`config.mk`:
```
export PLATFORM = sky130hd
export DESIGN_NAME = txuvw_wrap
export DESIGN_NICKNAME = d
export VERILOG_FILES = /design/src/rtl/core/txuvw_pkg.sv /design/src/rtl/core/txuvw_wrap.sv
export SDC_FILE = /design/constraint.sdc
export NUM_CORES = 2
export LEC_CHECK = 0
export BUFFER_PORTS_ARGS = -buffer_cell sky130_fd_sc_hd__buf_4
export CORE_ASPECT_RATIO = 1.5
export CORE_UTILIZATION = 59
export CTS_BUF_LIST = sky130_fd_sc_hd__clkbuf_8
export CTS_CLUSTER_SIZE = 16
export DETAILED_ROUTE_END_ITERATION = 6
export PLACE_DENSITY = 0.79
export RECOVER_POWER = 25
export SLEW_MARGIN = 20
export SYNTH_ARGS = -nofsm -noshare
export SYNTH_HDL_FRONTEND = slang
export SYNTH_SLANG_ARGS = --single-unit
```
`constraint.sdc`:
```
create_clock -name clk -period 9.55 [get_ports clk]
set_input_delay 0.955 -clock clk [delete_from_list [all_inputs] [get_ports clk]]
set_output_delay 0.955 -clock clk [all_outputs]
set_load 0.005 [all_outputs]
```
`src/rtl/core/txuvw_pkg.sv`:
```
// Shared types and constants for the texture coordinate transform and wrap unit.
// Holds field widths, register and wrap mode codes, and the configuration struct.
// No dependencies.
package txuvw_pkg;

  localparam int COORD_FRAC_BITS_DEF = 16;

  localparam int COORD_W    = 24;  // coordinate ports, signed
  localparam int PAIR_W     = 16;  // one half of a scale/rotation/tiling register
  localparam int OFFS_W     = 24;  // one half of the translation register
  localparam int SCALE_FRAC = 8;   // Q8.8 scale and tiling
  localparam int ROT_FRAC   = 14;  // Q2.14 cosine and sine
  localparam int XF_W       = 45;  // transformed coordinate, before wrap
  localparam int MODE_W     = 3;

  localparam int CFG_IDX_W  = 3;
  localparam int CFG_DATA_W = 48;

  // register indexes
  localparam logic [CFG_IDX_W-1:0] REG_SCALE       = 3'd0;
  localparam logic [CFG_IDX_W-1:0] REG_ROTATION    = 3'd1;
  localparam logic [CFG_IDX_W-1:0] REG_TRANSLATION = 3'd2;
  localparam logic [CFG_IDX_W-1:0] REG_TILING      = 3'd3;
  localparam logic [CFG_IDX_W-1:0] REG_WRAP_MODE   = 3'd4;

  // wrap modes
  localparam logic [MODE_W-1:0] WRAP_REPEAT = 3'd0;
  localparam logic [MODE_W-1:0] WRAP_MIRROR = 3'd1;
  localparam logic [MODE_W-1:0] WRAP_CLAMP  = 3'd2;
  localparam logic [MODE_W-1:0] WRAP_PLANAR = 3'd3;
  localparam logic [MODE_W-1:0] WRAP_CUBIC  = 3'd4;

  typedef struct packed {
    logic [PAIR_W-1:0] scale_u;
    logic [PAIR_W-1:0] scale_v;
    logic [PAIR_W-1:0] rot_cos;
    logic [PAIR_W-1:0] rot_sin;
    logic [OFFS_W-1:0] offs_u;
    logic [OFFS_W-1:0] offs_v;
    logic [PAIR_W-1:0] tile_u;
    logic [PAIR_W-1:0] tile_v;
    logic [MODE_W-1:0] wrap_mode;
  } cfg_t;

  localparam cfg_t CFG_RESET = '{
    scale_u:   16'h0100,
    scale_v:   16'h0100,
    rot_cos:   16'h4000,
    rot_sin:   16'h0000,
    offs_u:    24'h000000,
    offs_v:    24'h000000,
    tile_u:    16'h0100,
    tile_v:    16'h0100,
    wrap_mode: WRAP_REPEAT
  };

endpackage

```
`src/rtl/core/txuvw_wrap.sv`:
```
// Wrap part of the coordinate unit: repeat, mirror, clamp, planar and cubic face remap.
// Seven register stages, the last one drives the result ports. Depends on txuvw_pkg.
module txuvw_wrap #(
  parameter int FRAC = txuvw_pkg::COORD_FRAC_BITS_DEF
) (
  input  logic                                clk,
  input  logic                                rst,
  input  logic                                in_valid,
  input  logic signed [txuvw_pkg::XF_W-1:0]    t_u,
  input  logic signed [txuvw_pkg::XF_W-1:0]    t_v,
  input  logic signed [txuvw_pkg::COORD_W-1:0] raw_u,
  input  logic signed [txuvw_pkg::COORD_W-1:0] raw_v,
  input  logic [txuvw_pkg::MODE_W-1:0]         mode,
  output logic                                done,
  output logic signed [txuvw_pkg::COORD_W-1:0] u_out,
  output logic signed [txuvw_pkg::COORD_W-1:0] v_out
);
  import txuvw_pkg::*;

  localparam int S_W      = XF_W + 2;        // holds 3*t
  localparam int SMAG_W   = S_W - 1;
  localparam int TRM_W    = SMAG_W - FRAC;   // integer part magnitude
  localparam int TR_W     = TRM_W + 1;
  localparam int FACE_W   = TRM_W + 4;
  localparam int FMAG_W   = FACE_W - 1;
  localparam int L_W      = FRAC + 1;
  localparam int C_W      = FRAC + 2;
  localparam int SAT_IN_W = 48;
  localparam int FOLD_W   = 48;
  localparam int P_W      = 18;
  localparam int F10_W    = 10;

  localparam logic signed [S_W-1:0] ONE   = S_W'(1) << FRAC;
  localparam logic signed [S_W-1:0] TWO   = ONE <<< 1;
  localparam logic signed [S_W-1:0] MASK1 = ONE - S_W'(1);
  localparam logic signed [S_W-1:0] MASK2 = TWO - S_W'(1);
  localparam logic signed [C_W-1:0] ONE_C = C_W'(1) << FRAC;

  localparam logic signed [SAT_IN_W-1:0] SAT_HI = SAT_IN_W'(2 ** (COORD_W - 1) - 1);
  localparam logic signed [SAT_IN_W-1:0] SAT_LO = -SAT_HI - SAT_IN_W'(1);

  localparam logic [2:0] FACE_0 = 3'd0;
  localparam logic [2:0] FACE_1 = 3'd1;
  localparam logic [2:0] FACE_2 = 3'd2;
  localparam logic [2:0] FACE_3 = 3'd3;
  localparam logic [2:0] FACE_4 = 3'd4;
  localparam logic [2:0] FACE_5 = 3'd5;

  function automatic logic signed [COORD_W-1:0] sat(input logic signed [SAT_IN_W-1:0] x);
    logic signed [SAT_IN_W-1:0] r;
    r = (x > SAT_HI) ? SAT_HI : ((x < SAT_LO) ? SAT_LO : x);
    return r[COORD_W-1:0];
  endfunction

  function automatic logic signed [S_W-1:0] pick_pre(input logic [MODE_W-1:0] md,
                                                     input logic signed [S_W-1:0] tw,
                                                     input logic signed [COORD_W-1:0] raw);
    logic signed [S_W-1:0] m2;
    logic signed [S_W-1:0] r;
    m2 = tw & MASK2;
    case (md)
      WRAP_REPEAT: r = tw & MASK1;
      WRAP_MIRROR: r = (m2 > ONE) ? (TWO - m2) : m2;
      WRAP_CLAMP:  r = (tw < 0) ? '0 : ((tw > ONE) ? ONE : tw);
      WRAP_PLANAR: r = S_W'(raw);
      default:     r = tw;  // cubic falls back to t, unknown modes pass t
    endcase
    return r;
  endfunction

  function automatic logic [1:0] mod3(input logic [3:0] y);
    logic [3:0] r;
    if (y >= 4'd12) begin
      r = y - 4'd12;
    end else if (y >= 4'd9) begin
      r = y - 4'd9;
    end else if (y >= 4'd6) begin
      r = y - 4'd6;
    end else if (y >= 4'd3) begin
      r = y - 4'd3;
    end else begin
      r = y;
    end
    return r[1:0];
  endfunction

  // residue mod 6 from residues mod 2 and mod 3
  function automatic logic [2:0] mod6(input logic b0, input logic [1:0] m3);
    logic [2:0] r;
    case ({b0, m3})
      3'b000:  r = FACE_0;
      3'b101:  r = FACE_1;
      3'b010:  r = FACE_2;
      3'b100:  r = FACE_3;
      3'b001:  r = FACE_4;
      3'b110:  r = FACE_5;
      default: r = FACE_0;
    endcase
    return r;
  endfunction

  // stage 5: non-cubic result and s = 3t
  logic signed [S_W-1:0] tw_u, tw_v;
  logic                  v5, cub5;
  logic signed [S_W-1:0] s5_u, s5_v, pre5_u, pre5_v;

  assign tw_u = S_W'(t_u);
  assign tw_v = S_W'(t_v);

  always_ff @(posedge clk) begin
    if (rst) begin
      v5 <= 1'b0;
    end else begin
      v5 <= in_valid;
    end
    cub5   <= (mode == WRAP_CUBIC);
    s5_u   <= (tw_u <<< 1) + tw_u;
    s5_v   <= (tw_v <<< 1) + tw_v;
    pre5_u <= pick_pre(mode, tw_u, raw_u);
    pre5_v <= pick_pre(mode, tw_v, raw_v);
  end

  // stage 6: magnitude of s, saturate the fallback
  logic signed [S_W-1:0] sa_u, sa_v;
  logic                  v6, cub6, neg6_u, neg6_v;
  logic [SMAG_W-1:0]     mag6_u, mag6_v;
  logic signed [COORD_W-1:0] pre6_u, pre6_v;

  assign sa_u = s5_u[S_W-1] ? -s5_u : s5_u;
  assign sa_v = s5_v[S_W-1] ? -s5_v : s5_v;

  always_ff @(posedge clk) begin
    if (rst) begin
      v6 <= 1'b0;
    end else begin
      v6 <= v5;
    end
    cub6   <= cub5;
    neg6_u <= s5_u[S_W-1];
    neg6_v <= s5_v[S_W-1];
    mag6_u <= sa_u[SMAG_W-1:0];
    mag6_v <= sa_v[SMAG_W-1:0];
    pre6_u <= sat(SAT_IN_W'(pre5_u));
    pre6_v <= sat(SAT_IN_W'(pre5_v));
  end

  // stage 7: truncated integer part and signed fraction
  logic signed [TR_W-1:0] tre_u, tre_v;
  logic signed [L_W-1:0]  le_u, le_v;
  logic                   v7, cub7;
  logic signed [TR_W-1:0] tr7_u, tr7_v;
  logic signed [L_W-1:0]  l7_u, l7_v;
  logic signed [COORD_W-1:0] pre7_u, pre7_v;

  assign tre_u = {1'b0, mag6_u[SMAG_W-1:FRAC]};
  assign tre_v = {1'b0, mag6_v[SMAG_W-1:FRAC]};
  assign le_u  = {1'b0, mag6_u[FRAC-1:0]};
  assign le_v  = {1'b0, mag6_v[FRAC-1:0]};

  always_ff @(posedge clk) begin
    if (rst) begin
      v7 <= 1'b0;
    end else begin
      v7 <= v6;
    end
    cub7   <= cub6;
    tr7_u  <= neg6_u ? -tre_u : tre_u;
    tr7_v  <= neg6_v ? -tre_v : tre_v;
    l7_u   <= neg6_u ? -le_u : le_u;
    l7_v   <= neg6_v ? -le_v : le_v;
    pre7_u <= pre6_u;
    pre7_v <= pre6_v;
  end

  // stage 8: face number and local coordinate candidates
  logic signed [FACE_W-1:0] trv_e;
  logic                     v8, cub8;
  logic signed [FACE_W-1:0] face8;
  logic signed [C_W-1:0]    c8_lu, c8_lv, c8_olu, c8_olv;
  logic signed [COORD_W-1:0] pre8_u, pre8_v;

  assign trv_e = FACE_W'(tr7_v);

  always_ff @(posedge clk) begin
    if (rst) begin
      v8 <= 1'b0;
    end else begin
      v8 <= v7;
    end
    cub8   <= cub7;
    face8  <= FACE_W'(tr7_u) + (trv_e <<< 1) + trv_e;
    c8_lu  <= C_W'(l7_u);
    c8_lv  <= C_W'(l7_v);
    c8_olu <= ONE_C - C_W'(l7_u);
    c8_olv <= ONE_C - C_W'(l7_v);
    pre8_u <= pre7_u;
    pre8_v <= pre7_v;
  end

  // stage 9: face magnitude, saturate candidates
  logic signed [FACE_W-1:0] fabs;
  logic                     v9, cub9, fneg9;
  logic [FMAG_W-1:0]        fmag9;
  logic signed [COORD_W-1:0] c9_lu, c9_lv, c9_olu, c9_olv, pre9_u, pre9_v;

  assign fabs = face8[FACE_W-1] ? -face8 : face8;

  always_ff @(posedge clk) begin
    if (rst) begin
      v9 <= 1'b0;
    end else begin
      v9 <= v8;
    end
    cub9   <= cub8;
    fneg9  <= face8[FACE_W-1];
    fmag9  <= fabs[FMAG_W-1:0];
    c9_lu  <= sat(SAT_IN_W'(c8_lu));
    c9_lv  <= sat(SAT_IN_W'(c8_lv));
    c9_olu <= sat(SAT_IN_W'(c8_olu));
    c9_olv <= sat(SAT_IN_W'(c8_olv));
    pre9_u <= pre8_u;
    pre9_v <= pre8_v;
  end

  // stage 10: fold the magnitude for mod 3 (2^16 and 2^8 are 1 mod 3)
  logic [FOLD_W-1:0] fm;
  logic [P_W-1:0]    p16;
  logic              v10, cub10, fneg10, b0_10;
  logic [F10_W-1:0]  f10;
  logic signed [COORD_W-1:0] c10_lu, c10_lv, c10_olu, c10_olv, pre10_u, pre10_v;

  assign fm  = FOLD_W'(fmag9);
  assign p16 = P_W'(fm[15:0]) + P_W'(fm[31:16]) + P_W'(fm[47:32]);

  always_ff @(posedge clk) begin
    if (rst) begin
      v10 <= 1'b0;
    end else begin
      v10 <= v9;
    end
    cub10   <= cub9;
    fneg10  <= fneg9;
    b0_10   <= fmag9[0];
    f10     <= F10_W'(p16[7:0]) + F10_W'(p16[15:8]) + F10_W'(p16[17:16]);
    c10_lu  <= c9_lu;
    c10_lv  <= c9_lv;
    c10_olu <= c9_olu;
    c10_olv <= c9_olv;
    pre10_u <= pre9_u;
    pre10_v <= pre9_v;
  end

  // stage 11: face select, result register
  logic [3:0] dsum;
  logic [2:0] face;
  logic       face_hit;
  logic signed [COORD_W-1:0] sel_u, sel_v;

  assign dsum = 4'(f10[1:0]) + 4'(f10[3:2]) + 4'(f10[5:4]) + 4'(f10[7:6]) + 4'(f10[9:8]);
  assign face = mod6(b0_10, mod3(dsum));
  // a negative face with a nonzero remainder matches no face
  assign face_hit = cub10 && (!fneg10 || face == FACE_0);

  always_comb begin
    sel_u = pre10_u;
    sel_v = pre10_v;
    if (face_hit) begin
      case (face)
        FACE_0: begin sel_u = c10_lu;  sel_v = c10_lv;  end
        FACE_1: begin sel_u = c10_lv;  sel_v = c10_olu; end
        FACE_2: begin sel_u = c10_olu; sel_v = c10_lv;  end
        FACE_3: begin sel_u = c10_olv; sel_v = c10_olu; end
        FACE_4: begin sel_u = c10_lu;  sel_v = c10_olv; end
        default: begin sel_u = c10_lu; sel_v = c10_lv;  end
      endcase
    end
  end

  always_ff @(posedge clk) begin
    if (rst) begin
      done <= 1'b0;
    end else begin
      done <= v10;
    end
    u_out <= sel_u;
    v_out <= sel_v;
  end

endmodule

```
==> flow_metrics.py <==
metrics = {
    "die": {
        "boundaryPins": 193,
        "rows": 113,
        "die_x_um": 208,
        "initial_core_util_pct": 59.6,
        "dieArea_um2": 65000,
        "fp.dieH_um": 312,
        "coreArea_um2": 63300,
    },
    "timing": {
        "setup_tns_ps": 0,
        "finalHoldViolCount": 0,
        "period_needed_ps": 5390,
        "clock.fmax_mhz": 185,
        "relSlewSlack_pct": 33.4,
        "rsz0062_at_grt": "no",
        "final_max_slew_viol_count": 0,
        "min_period_over_period_pct": 56.5,
        "setup_viol": 0,
        "worst_pin_slew_ps": 999,
        "fin_skew_ps": 31.1,
    },
    "global_route": {
        "grt_pass1_vias": 26361,
        "grt_max_degree": 87,
        "grt_pass1_wl_um": 141000,
        "grt-ovfl-total": 0,
        "grt_usage_pct": 28.5,
        "antenna_found_initial": 1,
    },
    "synth": {
        "synth-edff-count": 0,
        "ys_seq_area_share_pct": 51.5,
        "synth.avg_cell_area_um2": 10.1,
        "synth.distinct_cells": 72,
        "ys.flop_type": "dfxtp_1",
        "synth_cells": 3747,
        "synth.most_common_cell": "dfxtp_1",
        "synth_fp_nets": 4185,
        "ys_seq_elements": 970,
        "syn_area_um2": 37700,
        "yosysWarnings": 0,
        "yosys-top-cells-count": "970 x dfxtp_1, 419 x nand2_1, 316 x xnor2_1",
        "synthArstFlopShare_pct": 0,
        "synth_top_area_share_pct": 51.5,
        "synth.top_cells.by_area": "dfxtp_1 51%, ha_1 8.4%, xnor2_1 7.3%",
        "synth_top_area_cell": "dfxtp_1",
    },
    "clocking": {
        "htreeDepth": 4,
        "cts_buffers": 136,
        "cts.sinks": 970,
        "path_clk_slew_ps": 70,
        "cts_tree": "done",
        "cts_root_buf": "clkbuf_8",
        "clk_latency_ps": 800,
        "cts_hold_buffers": 0,
        "cts_resized": 0,
        "post-cts-setup-buffers": 0,
        "cts_buffer_depth": 3,
    },
    "routing": {
        "wirelength_um": 92400,
        "via_per_inst": 5.50,
        "drt-wirelength-per-cell_um": 19.1,
        "postRouteAntennaNets": 0,
        "num_vias": 26607,
        "drt_pass1_iterations": 6,
        "drc_errors": 0,
        "drt_iter0_drc": 1808,
    },
    "finish": {
        "final_area_um2": 42600,
        "area_delta_synth_final_pct": 13.0,
        "layout.nets": 4359,
        "post-route-util_pct": 67.3,
        "fill_cells": 4856,
        "drive_above_1_share_pct": 11.6,
    },
    "setup_path": {
        "cp_max_fo": 40,
        "start_kind": "flop",
        "worstPathArrival_ps": 6040,
        "crit_required_ps": 10200,
        "criticalPathCategory": "reg2reg",
        "crit_path_end_kind": "flop",
    },
    "placed_design": {
        "dp_hpwl_um": 70700,
        "placed_area_um2": 39700,
        "place.gp.congestion": 1.00,
        "portBuffers": 192,
    },
    "hold_path": {
        "worstHoldPathType": "reg2reg",
    },
    "job": {
        "maxCapViolCount": 0,
    },
    "status": {
        "status": "finished, final reports clean",
    },
}
-- stage by stage --
stage          std cells  worst slack (ps)  hold WS, ps
4_1_cts             4833              4180          223
5_1_grt             4834              3810          303
6_report            4834              4160          310
2_1_floorplan       3747              5230          310
3_5_place_dp        4588              4250          312
3_3_place_gp        4588              4240          310
-- final cells by class --
cell class,count,area (um2),share of cell area (%)
Antenna cell,1,2.50,0.00587
Inverter,176,661,1.55
Multi-Input combinational cell,2423,17000,39.9
Tap cell,805,1010,2.36
Clock inverter,76,594,1.39
Timing Repair Buffer,214,1590,3.73
Clock buffer,169,2330,5.46
Sequential cell,970,19400,45.6
-- registers in the layout, summed over array words and instances (netlist names), 31 cells and up --
signal / flops
s5_u: 47
face8: 34
fmag9: 33
tr7_u: 31
pre5_v: 45
tr7_v: 31
mag6_u: 46
s5_v: 47
mag6_v: 46
pre5_u: 45
-- critical path: stages, from the launching register on --
cell and delay (ps):
dfxtp_1 310, fa_1 560, fa_1 470, fa_1 600, inv_1 90, ha_1 180, nor2b_1 150, o31ai_1 460
xnor2_2 160, buf_4 400, nand2_1 180, nor2_1 720, nor2_1 440, a221oi_1 370, o21ai_0 150
-- per-layer routing --
metal / GRT usage (%) / part of all wire, %
met5: 0 / 0
met4: 19.6 / 6.8
met3: 4.76 / 4.7
met2: 51.0 / 51
met1: 30.3 / 38
-- cells in the final DEF (no fill, tap or decap), drive strengths merged, types with 8 or more instances in the layout --
cell type	synthesis	layout
fa	41	41
or3	28	28
o31ai	64	64
nor2b	29	29
xnor2	316	316
a31oi	17	17
ha	253	253
buf	7	210
o21ai	215	215
clkbuf	171	173
nor4	23	23
and3	20	20
a21boi	8	8
and2	8	8
o211ai	11	11
nand2b	33	33
o21bai	23	23
a22o	11	11
nand4	32	32
a221oi	41	41
a21o	83	83
o21a	24	24
o41ai	29	29
or2	19	19
inv	176	223
a21oi	155	155
nand2	419	419
nand3	48	48
a32oi	10	10
or4	46	46
nor3	38	38
xor2	52	52
dfxtp	970	970
a211oi	10	10
a22oi	25	25
nor2	209	209
clkinv	0	20
-- kinds of logic after synthesis --
group                      after synthesis  synth area share (%)
and+or+nand+nor                        974                  12.0
DFF                                    970                  51.5
AOI/OAI and AO/OA                      785                  13.8
xor gates and xnor gates               368                  8.54
buffers and inverters                  354                  3.53
adders and majority gates              294                  10.6
muxes                                    2                0.0531
-- final timing paths --
| kind | end | from | slack (ps) | cells after the start |
|---|---|---|---|---|
| min | c9_lv[15] | c8_lv[15] | 310 | 0 |
| max reg2reg | u_out[10] | f10[1] | 4160 | 14 |
| max | u_out[10] | f10[1] | 4160 | 14 |
| min reg2reg | c9_lv[15] | c8_lv[15] | 310 | 0 |
Power is not shown: default switching activity piles up to over one toggle a cycle in this logic, so the estimate is an artifact.
